`src/design/sfs_pkg.sv`:
```
// Shared types, widths and the reciprocal table for the flux smoother.
`timescale 1ns / 1ps
`default_nettype none
package sfs_pkg;

	localparam int PIX_W   = 8;
	localparam int NBR_N   = 8;               // spatial neighbours
	localparam int CAND_N  = NBR_N + 2;       // plus previous and next frame
	localparam int CNT_W   = 4;               // count is 1..11
	localparam int SUM_W   = 12;              // 11 * 255 fits
	localparam int FACT_W  = SUM_W + 1;       // 2*sum + count
	localparam int RECIP_W = 15;
	localparam int PROD_W  = FACT_W + RECIP_W;
	localparam int SHIFT   = 16;
	localparam int CFG_IDX_W = 2;
	localparam int CFG_W     = 8;

	localparam logic [PIX_W-1:0] PIX_MAX = 8'hFF;
	localparam logic [PIX_W-1:0] THR_RESET = 8'd7;

	typedef logic [PIX_W-1:0] pix_t;

	typedef enum logic [CFG_IDX_W-1:0] {
		REG_TEMPORAL_THR = 2'd0,
		REG_SPATIAL_THR  = 2'd1,
		REG_SPATIAL_EN   = 2'd2
	} cfg_reg_t;

	// round(32768 / count), entry one held at 32767
	function automatic logic [RECIP_W-1:0] recip(input logic [CNT_W-1:0] cnt);
		logic [RECIP_W-1:0] r;
		case (cnt)
			4'd1:    r = 15'd32767;
			4'd2:    r = 15'd16384;
			4'd3:    r = 15'd10923;
			4'd4:    r = 15'd8192;
			4'd5:    r = 15'd6554;
			4'd6:    r = 15'd5461;
			4'd7:    r = 15'd4681;
			4'd8:    r = 15'd4096;
			4'd9:    r = 15'd3641;
			4'd10:   r = 15'd3277;
			4'd11:   r = 15'd2979;
			4'd12:   r = 15'd2731;
			4'd13:   r = 15'd2521;
			4'd14:   r = 15'd2341;
			4'd15:   r = 15'd2185;
			default: r = 15'd0;
		endcase
		return r;
	endfunction

endpackage
`default_nettype wire

```
`src/design/spatiotemporal_flux_smoother.sv`:
```
// Temporal-extremum sigma smoother over a 3x3 neighbourhood, four-stage pipeline.
//
//  channel | direction | handshake            | payload
//  --------+-----------+----------------------+-----------------------------------
//  in      | request   | in_valid / in_stall  | center, prev/next frame, 8 nbrs, border
//  out     | result    | out_valid / out_stall| pixel_out
//  cfg     | write     | cfg_we               | cfg_index, cfg_data
//
// One pixel per clock unless out_stall holds the pipeline; out_valid is the valid bit of stage four.
// Stages: threshold compares, adder tree, 13x15 multiply, saturate.
// Each stage advances on its own, so bubbles close up under out_stall and
// in_stall rises only when all four stages hold a request.
// arst_n clears valid bits and restores register defaults (7, 7, on).
`timescale 1ns / 1ps
`default_nettype none
module spatiotemporal_flux_smoother
	import sfs_pkg::*;
(
	input  wire logic                 clk,
	input  wire logic                 arst_n,
	input  wire logic                 in_valid,
	output logic                      in_stall,
	input  wire logic [PIX_W-1:0]     center_pixel,
	input  wire logic [PIX_W-1:0]     prev_frame_pixel,
	input  wire logic [PIX_W-1:0]     next_frame_pixel,
	input  wire logic [PIX_W-1:0]     up_left,
	input  wire logic [PIX_W-1:0]     up_mid,
	input  wire logic [PIX_W-1:0]     up_right,
	input  wire logic [PIX_W-1:0]     mid_left,
	input  wire logic [PIX_W-1:0]     mid_right,
	input  wire logic [PIX_W-1:0]     down_left,
	input  wire logic [PIX_W-1:0]     down_mid,
	input  wire logic [PIX_W-1:0]     down_right,
	input  wire logic                 is_border,
	output logic                      out_valid,
	input  wire logic                 out_stall,
	output logic [PIX_W-1:0]          pixel_out,
	input  wire logic                 cfg_we,
	input  wire logic [CFG_IDX_W-1:0] cfg_index,
	input  wire logic [CFG_W-1:0]     cfg_data
);

	// configuration
	pix_t temporal_thr_q;
	pix_t spatial_thr_q;
	logic spatial_en_q;

	always_ff @(posedge clk or negedge arst_n) begin
		if (!arst_n) begin
			temporal_thr_q <= THR_RESET;
			spatial_thr_q  <= THR_RESET;
			spatial_en_q   <= 1'b1;
		end else if (cfg_we) begin
			case (cfg_reg_t'(cfg_index))
				REG_TEMPORAL_THR: temporal_thr_q <= cfg_data;
				REG_SPATIAL_THR:  spatial_thr_q  <= cfg_data;
				REG_SPATIAL_EN:   spatial_en_q   <= cfg_data[0];
				default: ;
			endcase
		end
	end

	// stage readiness, back to front
	logic valid_s1, valid_s2, valid_s3, valid_s4;
	logic rdy1, rdy2, rdy3, rdy4;

	assign rdy4     = !valid_s4 || !out_stall;
	assign rdy3     = !valid_s3 || rdy4;
	assign rdy2     = !valid_s2 || rdy3;
	assign rdy1     = !valid_s1 || rdy2;
	assign in_stall = !rdy1;

	always_ff @(posedge clk or negedge arst_n) begin
		if (!arst_n) begin
			valid_s1 <= 1'b0;
			valid_s2 <= 1'b0;
			valid_s3 <= 1'b0;
			valid_s4 <= 1'b0;
		end else begin
			if (rdy1) valid_s1 <= in_valid;
			if (rdy2) valid_s2 <= valid_s1;
			if (rdy3) valid_s3 <= valid_s2;
			if (rdy4) valid_s4 <= valid_s3;
		end
	end

	// stage 1: extremum test and per-candidate threshold compare
	pix_t              cand   [CAND_N];
	pix_t              thr    [CAND_N];
	logic [CAND_N-1:0] acc;
	pix_t              masked [CAND_N];
	logic              extremum;

	always_comb begin
		logic [PIX_W:0] diff;
		cand[0] = prev_frame_pixel;
		cand[1] = next_frame_pixel;
		cand[2] = up_left;
		cand[3] = up_mid;
		cand[4] = up_right;
		cand[5] = mid_left;
		cand[6] = mid_right;
		cand[7] = down_left;
		cand[8] = down_mid;
		cand[9] = down_right;
		diff = '0;
		for (int k = 0; k < CAND_N; k++) begin
			thr[k] = (k < 2) ? temporal_thr_q : spatial_thr_q;
			diff = (cand[k] > center_pixel) ? {1'b0, cand[k]} - {1'b0, center_pixel}
			                                : {1'b0, center_pixel} - {1'b0, cand[k]};
			acc[k] = (diff <= {1'b0, thr[k]}) && ((k < 2) || spatial_en_q);
			masked[k] = acc[k] ? cand[k] : '0;
		end
		extremum = ((prev_frame_pixel < center_pixel) && (next_frame_pixel < center_pixel))
		        || ((prev_frame_pixel > center_pixel) && (next_frame_pixel > center_pixel));
	end

	pix_t              center_s1;
	logic              bypass_s1;
	logic [CAND_N-1:0] acc_s1;
	pix_t              masked_s1 [CAND_N];

	always_ff @(posedge clk) begin
		if (rdy1) begin
			center_s1 <= center_pixel;
			bypass_s1 <= is_border || !extremum;
			acc_s1    <= acc;
			masked_s1 <= masked;
		end
	end

	// stage 2: sum and count of accepted pixels
	logic [SUM_W-1:0] pair [CAND_N/2];
	logic [SUM_W-1:0] sum;
	logic [CNT_W-1:0] cnt;

	always_comb begin
		for (int k = 0; k < CAND_N/2; k++)
			pair[k] = SUM_W'(masked_s1[2*k]) + SUM_W'(masked_s1[2*k+1]);
		sum = ((pair[0] + pair[1]) + (pair[2] + pair[3])) + (pair[4] + SUM_W'(center_s1));
		cnt = CNT_W'(1) + CNT_W'($countones(acc_s1));
	end

	pix_t             center_s2;
	logic             bypass_s2;
	logic [SUM_W-1:0] sum_s2;
	logic [CNT_W-1:0] cnt_s2;

	always_ff @(posedge clk) begin
		if (rdy2) begin
			center_s2 <= center_s1;
			bypass_s2 <= bypass_s1;
			sum_s2    <= sum;
			cnt_s2    <= cnt;
		end
	end

	// stage 3: rounded numerator times reciprocal
	logic [FACT_W-1:0] factor;
	assign factor = {sum_s2, 1'b0} + FACT_W'(cnt_s2);

	pix_t              center_s3;
	logic              bypass_s3;
	logic [PROD_W-1:0] prod_s3;

	always_ff @(posedge clk) begin
		if (rdy3) begin
			center_s3 <= center_s2;
			bypass_s3 <= bypass_s2;
			prod_s3   <= PROD_W'(factor) * PROD_W'(recip(cnt_s2));
		end
	end

	// stage 4: take high half, clamp, or pass the centre through
	logic [PROD_W-SHIFT-1:0] high;
	pix_t                    result;

	always_comb begin
		high   = prod_s3[PROD_W-1:SHIFT];
		if (bypass_s3)
			result = center_s3;
		else if (high > (PROD_W-SHIFT)'(PIX_MAX))
			result = PIX_MAX;
		else
			result = high[PIX_W-1:0];
	end

	pix_t pixel_s4;

	always_ff @(posedge clk) begin
		if (rdy4) pixel_s4 <= result;
	end

	assign out_valid = valid_s4;
	assign pixel_out = pixel_s4;

	// checks
	a_stall_full: assert property (@(posedge clk) disable iff (!arst_n)
		in_stall |-> (valid_s1 && valid_s2 && valid_s3 && valid_s4))
		else $error("input stalled with a free pipeline slot");

	a_count_range: assert property (@(posedge clk) disable iff (!arst_n)
		valid_s2 |-> (cnt_s2 >= CNT_W'(1) && cnt_s2 <= CNT_W'(CAND_N + 1)))
		else $error("accepted count out of range");

	a_sum_range: assert property (@(posedge clk) disable iff (!arst_n)
		valid_s2 |-> (sum_s2 <= SUM_W'((CAND_N + 1) * 255)))
		else $error("sum exceeds eleven pixels");

	a_bypass: assert property (@(posedge clk) disable iff (!arst_n)
		(valid_s3 && rdy4 && bypass_s3) |=> (out_valid && pixel_out == $past(center_s3)))
		else $error("pass-through pixel altered");

endmodule
`default_nettype wire

```
`config.mk`:
```
export PLATFORM = sky130hd
export DESIGN_NAME = spatiotemporal_flux_smoother
export DESIGN_NICKNAME = d
export VERILOG_FILES = /design/src/design/sfs_pkg.sv /design/src/design/spatiotemporal_flux_smoother.sv
export SDC_FILE = /design/constraint.sdc
export NUM_CORES = 1
export LEC_CHECK = 0
export BUFFER_PORTS_ARGS = -buffer_cell sky130_fd_sc_hd__buf_2
export CAP_MARGIN = 30
export CORE_MARGIN = 4
export CORE_UTILIZATION = 60
export CTS_BUF_LIST = sky130_fd_sc_hd__clkbuf_16
export CTS_CLUSTER_DIAMETER = 40
export DETAILED_ROUTE_END_ITERATION = 8
export GPL_TIMING_DRIVEN = 1
export PLACE_DENSITY = 0.75
export SLEW_MARGIN = 0
export SYNTH_ARGS = -nofsm -noshare
export SYNTH_HDL_FRONTEND = slang
export SYNTH_SLANG_ARGS = --single-unit
```
`constraint.sdc`:
```
create_clock -name clk -period 9.7 [get_ports clk]
set_clock_uncertainty 0.1 [all_clocks]
set_input_delay 0.485 -clock clk [delete_from_list [all_inputs] [get_ports clk]]
set_output_delay 0.485 -clock clk [all_outputs]
set_load 0.01 [all_outputs]
```
======== Word level (Yosys, flattened, before mapping) ========
Memories as Yosys holds them, arrays and structs flattened. A register that Yosys moved wholly into a read port is not among the register bits.
Index checks and enable logic that the tools add are counted.
operators by class
  reduce and logical (&&, ||, !) cells .... 27
  equal/unequal tests ..................... 2
  multiply operators ...................... 1
  $add $sub $neg .......................... 41
  multiplexer cells ....................... 14
  $lt $le $gt $ge ......................... 23
operator list
  operator                                              count
  subtractor 8 x 8 -> 9 bit                             20
  <= comparator 9 x 8 -> 1 bit                          10
  two-way mux 9 bit                                     10
  > comparator 8 bit                                    10
  adder 8 x 8 -> 9 bit                                  5
  multiplier 13 x 15 -> 28 bit                          1
  adder 9 x 9 -> 10 bit                                 2
  < comparator 8 bit                                    2
  two-way mux 8 bit                                     2
  two-way mux 15 bit                                    1
  adder 13 x 4 -> 13 bit                                1
  adder 11 x 10 -> 12 bit                               1
  > comparator 12 x 8 -> 1 bit (second input constant)  1
  adder 10 x 10 -> 11 bit                               1
  adder 1 x 1 -> 2 bit                                  5
  adder 9 x 8 -> 10 bit                                 1
  logical AND 1 bit                                     10
  zero test 1 bit                                       7
  adder 2 x 2 -> 3 bit                                  2
  logical OR 1 bit                                      6
  AND reduction 2 bit                                   3
  adder 2 x 4 -> 4 bit (first input constant)           1
  adder 3 x 3 -> 4 bit                                  1
  adder 4 x 2 -> 4 bit                                  1
  other kinds (4)                                       4
word-level totals
  bits in read-only memories .............. 240
  memories kept ........................... 1
  flip-flop bits (word level) ............. 190
  input port bits ......................... 104
memory list
  memory            depth  width  rd ports  clocked after Yosys merged registers in  write ports  line           source
  (name not given)  16     15     1         1                                        0            sfs_pkg.sv:32  case (cnt)

======== Depth between registers and ports, before layout ========
  depth after elaboration ................. 6
  depth in mapped cells ................... 27
  mapped depth without buffers ............ 26

======== Worst setup path before layout ========
Ideal clock, no wire load.
  path kind ............................... register -> register
  start point ............................. register cnt_s2[1]
  end point ............................... register prod_s3[27], data pin
  arrival time ............................ 5.933 ns
  setup time .............................. 0.260 ns
  required time ........................... 9.340 ns
  stages on the path, launching flop included .. 26
  path slack .............................. 3.407 ns
  period minus slack after synthesis ...... 6.293 ns
  path through ............................ edfxtp_1 -> ha_1 -> fa_1 -> a21oi_1 -> nor3b_1 -> and3_1 -> xor2_1 -> clkbuf_1 -> and2_1 -> fa_1 -> inv_1 -> fa_1 -> fa_1 -> inv_1 -> fa_1 -> inv_1 -> fa_1 -> inv_1 -> ha_1 -> clkbuf_1 -> a21oi_1 -> o21ai_0 -> a31o_2 -> a21o_1 -> a31oi_1 -> xnor2_1
between the ends
  word-level cells in the longest chain between the ends .. 2
RTL lines
  element                       line                                 source
  start, declared               spatiotemporal_flux_smoother.sv:147  logic [CNT_W-1:0] cnt_s2;
  start signal, assigned        spatiotemporal_flux_smoother.sv:154  cnt_s2 <= cnt;
  adder 13 x 4 -> 13 bit        spatiotemporal_flux_smoother.sv:160  assign factor = {sum_s2, 1'b0} + FACT_W'(cnt_s2);
  multiplier 13 x 15 -> 28 bit  spatiotemporal_flux_smoother.sv:170  prod_s3 <= PROD_W'(factor) * PROD_W'(recip(cnt_s2));
  end signal, assigned          spatiotemporal_flux_smoother.sv:170
  end, declared                 spatiotemporal_flux_smoother.sv:164  logic [PROD_W-1:0] prod_s3;
No other way between the ends.
A chain may end at the register's enable or synchronous reset.

======== Final worst setup path ========
  start point ............................. register sum_s2[0]
  end point ............................... register prod_s3[27], data pin
between the ends
  word-level cells in the longest chain between the ends .. 2
RTL lines
  element                       line                                 source
  start, declared               spatiotemporal_flux_smoother.sv:146  logic [SUM_W-1:0] sum_s2;
  start signal, assigned        spatiotemporal_flux_smoother.sv:153  sum_s2 <= sum;
  adder 13 x 4 -> 13 bit        spatiotemporal_flux_smoother.sv:160
  multiplier 13 x 15 -> 28 bit  spatiotemporal_flux_smoother.sv:170
No other way between the ends.

==> metrics.csv <==
stage,metric,value,unit
clock_tree,cts.path.max_buffers,2,
clock_tree,hold_buffers,1,
setup_path,crit_top_cell,fa_1,
drt,vias_per_cell,5.79,
sta,relSlewSlack,26.3,%
setup_path,cp_max_fo,15,
synthesis,synth_top_cell_area_share,20.2,%
drt,firstDrtPassIters,5,
final_layout,layout-drive-gt1-share,8.76,%
placement,dp_hpwl,49.5,mm
global_routing,track_usage,29.2,%
synthesis,synth_area,0.0237,mm^2
synthesis,yosys-top-cells-area,"fa_1, edfxtp_1, ha_1, inv_1, nand2_1",
hold_path,worstHoldPathType,in -> reg,
floorplan,fp.dieH,207,um
synthesis,yosys_warnings,0,
clock_tree,cts.sinks,189,
drt,wl_per_cell,19.7,um
synthesis,ys_seq_elements,189,
synthesis,synth_ff_type,edfxtp_1,
global_routing,grt_pass1_vias,18400,
global_routing,grt_pass1_wl,96.6,mm
clock_tree,cts_max_level,4,
floorplan,dieArea,0.0427,mm^2
placement,place.gp.congestion,0.935,
clock_tree,postCtsSetupBuffers,0,
floorplan,io_pins,114,
setup_path,critPathCaptureType,flop,
final_layout,fillers,3211,
setup_path,cp_slowest_cell,xor2_1,
setup_path,required,9.80,ns
sta,clock.fmax,140,MHz
clock_tree,cts_buffers,17,
synthesis,async_reset_ff_share,11.1,%
synthesis,syn_avg_cell_area,9.54,um^2
clock_tree,root_buffer,clkbuf_16,
synthesis,ys_top_cells_by_count,"inv_1, ha_1, fa_1, nand2_1, edfxtp_1",
synthesis,synth-edff-count,153,
synthesis,yosysTopAreaCell,fa_1,
drt,drc,0,
final_layout,num_antenna_cells,0,
final_layout,syn2layout_area_growth,7.65,%
final_layout,nNetsFinal,3260,
setup_path,cp-start-kind,flop,
sta,setup_viol,0,
synthesis,ys_seq_area_share,22.9,%
drt,drt-initial-drc-count,1314,
setup_path,path_cells,ha_1 > fa_1 > a21oi_1 > nor3b_1 > and3_1 > xor2_1 > and2_1 > fa_1 > fa_1 > fa_1 > fa_1 > inv_1 > fa_1 > inv_1 > ha_1 > a21oi_1 > o211ai_1 > nand2_1 > nand4b_1 > a31o_2 > a21o_1 > a31oi_1 > xnor2_1,
synthesis,syn-num-nets,3164,
clock_tree,clock_latency,0.45,ns
setup_path,worst-path-buf-inv,2,
drt,routed_wl,61.4,mm
global_routing,globalRoute.totalOverflow,0,
floorplan,core,0.0388,mm^2
clock_tree,clk_pin_slew,0.08,ns
floorplan,die_width,207,um
clock_tree,cts_resized,0,
synthesis,yosys.cell_types.count,74,
setup_path,setup.worst_path.class,reg -> reg,
floorplan,start_util,61.0,%
sta,slew_viol_final,0,
drt,dr_total_vias,18000,
floorplan,std_cell_rows,72,
sta,rsz0062_at_grt,no,
drt,antenna_left,0,
synthesis,yosysMostFrequentCell,inv_1,
setup_path,arrival,7.25,ns
sta,fin_crit,7.15,ns
global_routing,grt_max_degree,83,
sta,worst_pin_slew,1.10,ns
synthesis,netlist_instances,2483,
setup_path,max_stage_delay,0.85,ns
sta,tns,0,ns
placement,io_buffer_count,113,
run,maxCapViolations,0,
sta,hold_violations,0,
setup_path,crit_family,adder cells,
sta,fin_crit_sh,73.8,%
global_routing,antenna_found_initial,1,
clock_tree,cts_tree,built,
status,status,finished clean,
path summary, 6_finish.rpt:
path | from | end | slack [ns] | cells past startpoint
min in group asynchronous | arst_n | spatial_thr_q[6] | 0.43 | 2
worst max register to register | sum_s2[0] | prod_s3[27] | 2.55 | 23
worst min register to register | center_s2[5] | center_s3[5] | 0.32 | 0
worst min-delay path | in_valid | valid_s1 | 0.15 | 2
worst max-delay path | sum_s2[0] | prod_s3[27] | 2.55 | 23
max in group asynchronous | arst_n | temporal_thr_q[2] | 8.68 | 2
stage by stage:
step / cell area, um^2 / util (%) / cells / setup WS (ns) / hold WS (ns)
4_1_cts: 25400 / 65.5 / 3106 / 2.57 / 0.135
3_3_place_gp: 24800 / 63.8 / 3070 / 2.74 / 0.302
5_1_grt: 25500 / 65.7 / 3110 / 2.12 / 0.139
6_report: 25500 / 65.7 / 3110 / 2.55 / 0.152
3_5_place_dp: 24800 / 63.9 / 3073 / 2.58 / 0.305
2_1_floorplan: 23700 / - / 2483 / 3.41 / 0.0894
cells in the final DEF (no fill, tap or decap), types with 15 or more instances in the layout:
master	n
inv_1	440
xor2_1	25
a21oi_1	124
buf_2	113
o21a_1	33
ha_1	338
o21ai_0	92
dfxtp_1	15
buf_4	25
fa_1	239
a21o_1	74
xnor2_1	62
nand2_1	209
mux2_2	24
nand4_1	36
nor2b_1	30
nor2_1	124
mux2i_1	46
edfxtp_1	153
nor3_1	33
clkbuf_16	17
and2_1	109
nand3_1	27
final cells by class:
type / instances / area (um^2) / share of cell area (%)
well taps: 518 / 648 / 2.54
clock buffers: 17 / 425 / 1.67
inverters: 440 / 1650 / 6.48
flip-flops and latches: 189 / 5430 / 21.3
repair buffers: 141 / 806 / 3.16
clock inverters: 15 / 191 / 0.751
multi-input cells: 1790 / 16300 / 64.1
state kept, by name, summed over array words and instances (netlist names), named ones only:
register        count
prod_s3            12
valid_s3            1
bypass_s1           1
bypass_s3           1
out_valid           1
center_s2           8
center_s3           8
spatial_en_q        1
bypass_s2           1
valid_s1            1
spatial_thr_q       8
valid_s2            1
acc_s1             10
sum_s2             12
pixel_out           8
masked_s1          80
cnt_s2              4
temporal_thr_q      8
center_s1           8
worst register-to-register path, cell delays in order (launching register included):
cell	delay, ns
edfxtp_1	0.37
ha_1	0.24
fa_1	0.41
a21oi_1	0.22
nor3b_1	0.12
and3_1	0.21
xor2_1	0.85
and2_1	0.29
fa_1	0.45
fa_1	0.51
fa_1	0.43
fa_1	0.49
inv_1	0.05
fa_1	0.49
inv_1	0.05
ha_1	0.35
a21oi_1	0.21
o211ai_1	0.11
nand2_1	0.10
nand4b_1	0.11
a31o_2	0.24
a21o_1	0.21
a31oi_1	0.21
xnor2_1	0.10
cells by family (layout without fill, tap and decap cells):
family,after synthesis,after routing,share of synthesized area [%]
fa+ha+maj,577,577,38.1
compound gates,433,433,11.9
mux,70,70,3.09
flops,189,189,22.9
buf+inv,504,613,8.10
xor+xnor,87,87,3.22
simple gates,623,623,12.7
routing by layer:
layer | track usage, % | routed length [um] | up-vias
met5 | 0 | 11 | -
met1 | 39.3 | 26000 | 8829
met4 | 9.96 | 2130 | 2
li1 | - | - | 8416
met3 | 4.08 | 3760 | 114
met2 | 49.0 | 29500 | 645
Power is left out: the tool's default activity adds up to more than one toggle a clock period on the data nets, which glitch-free logic cannot reach.
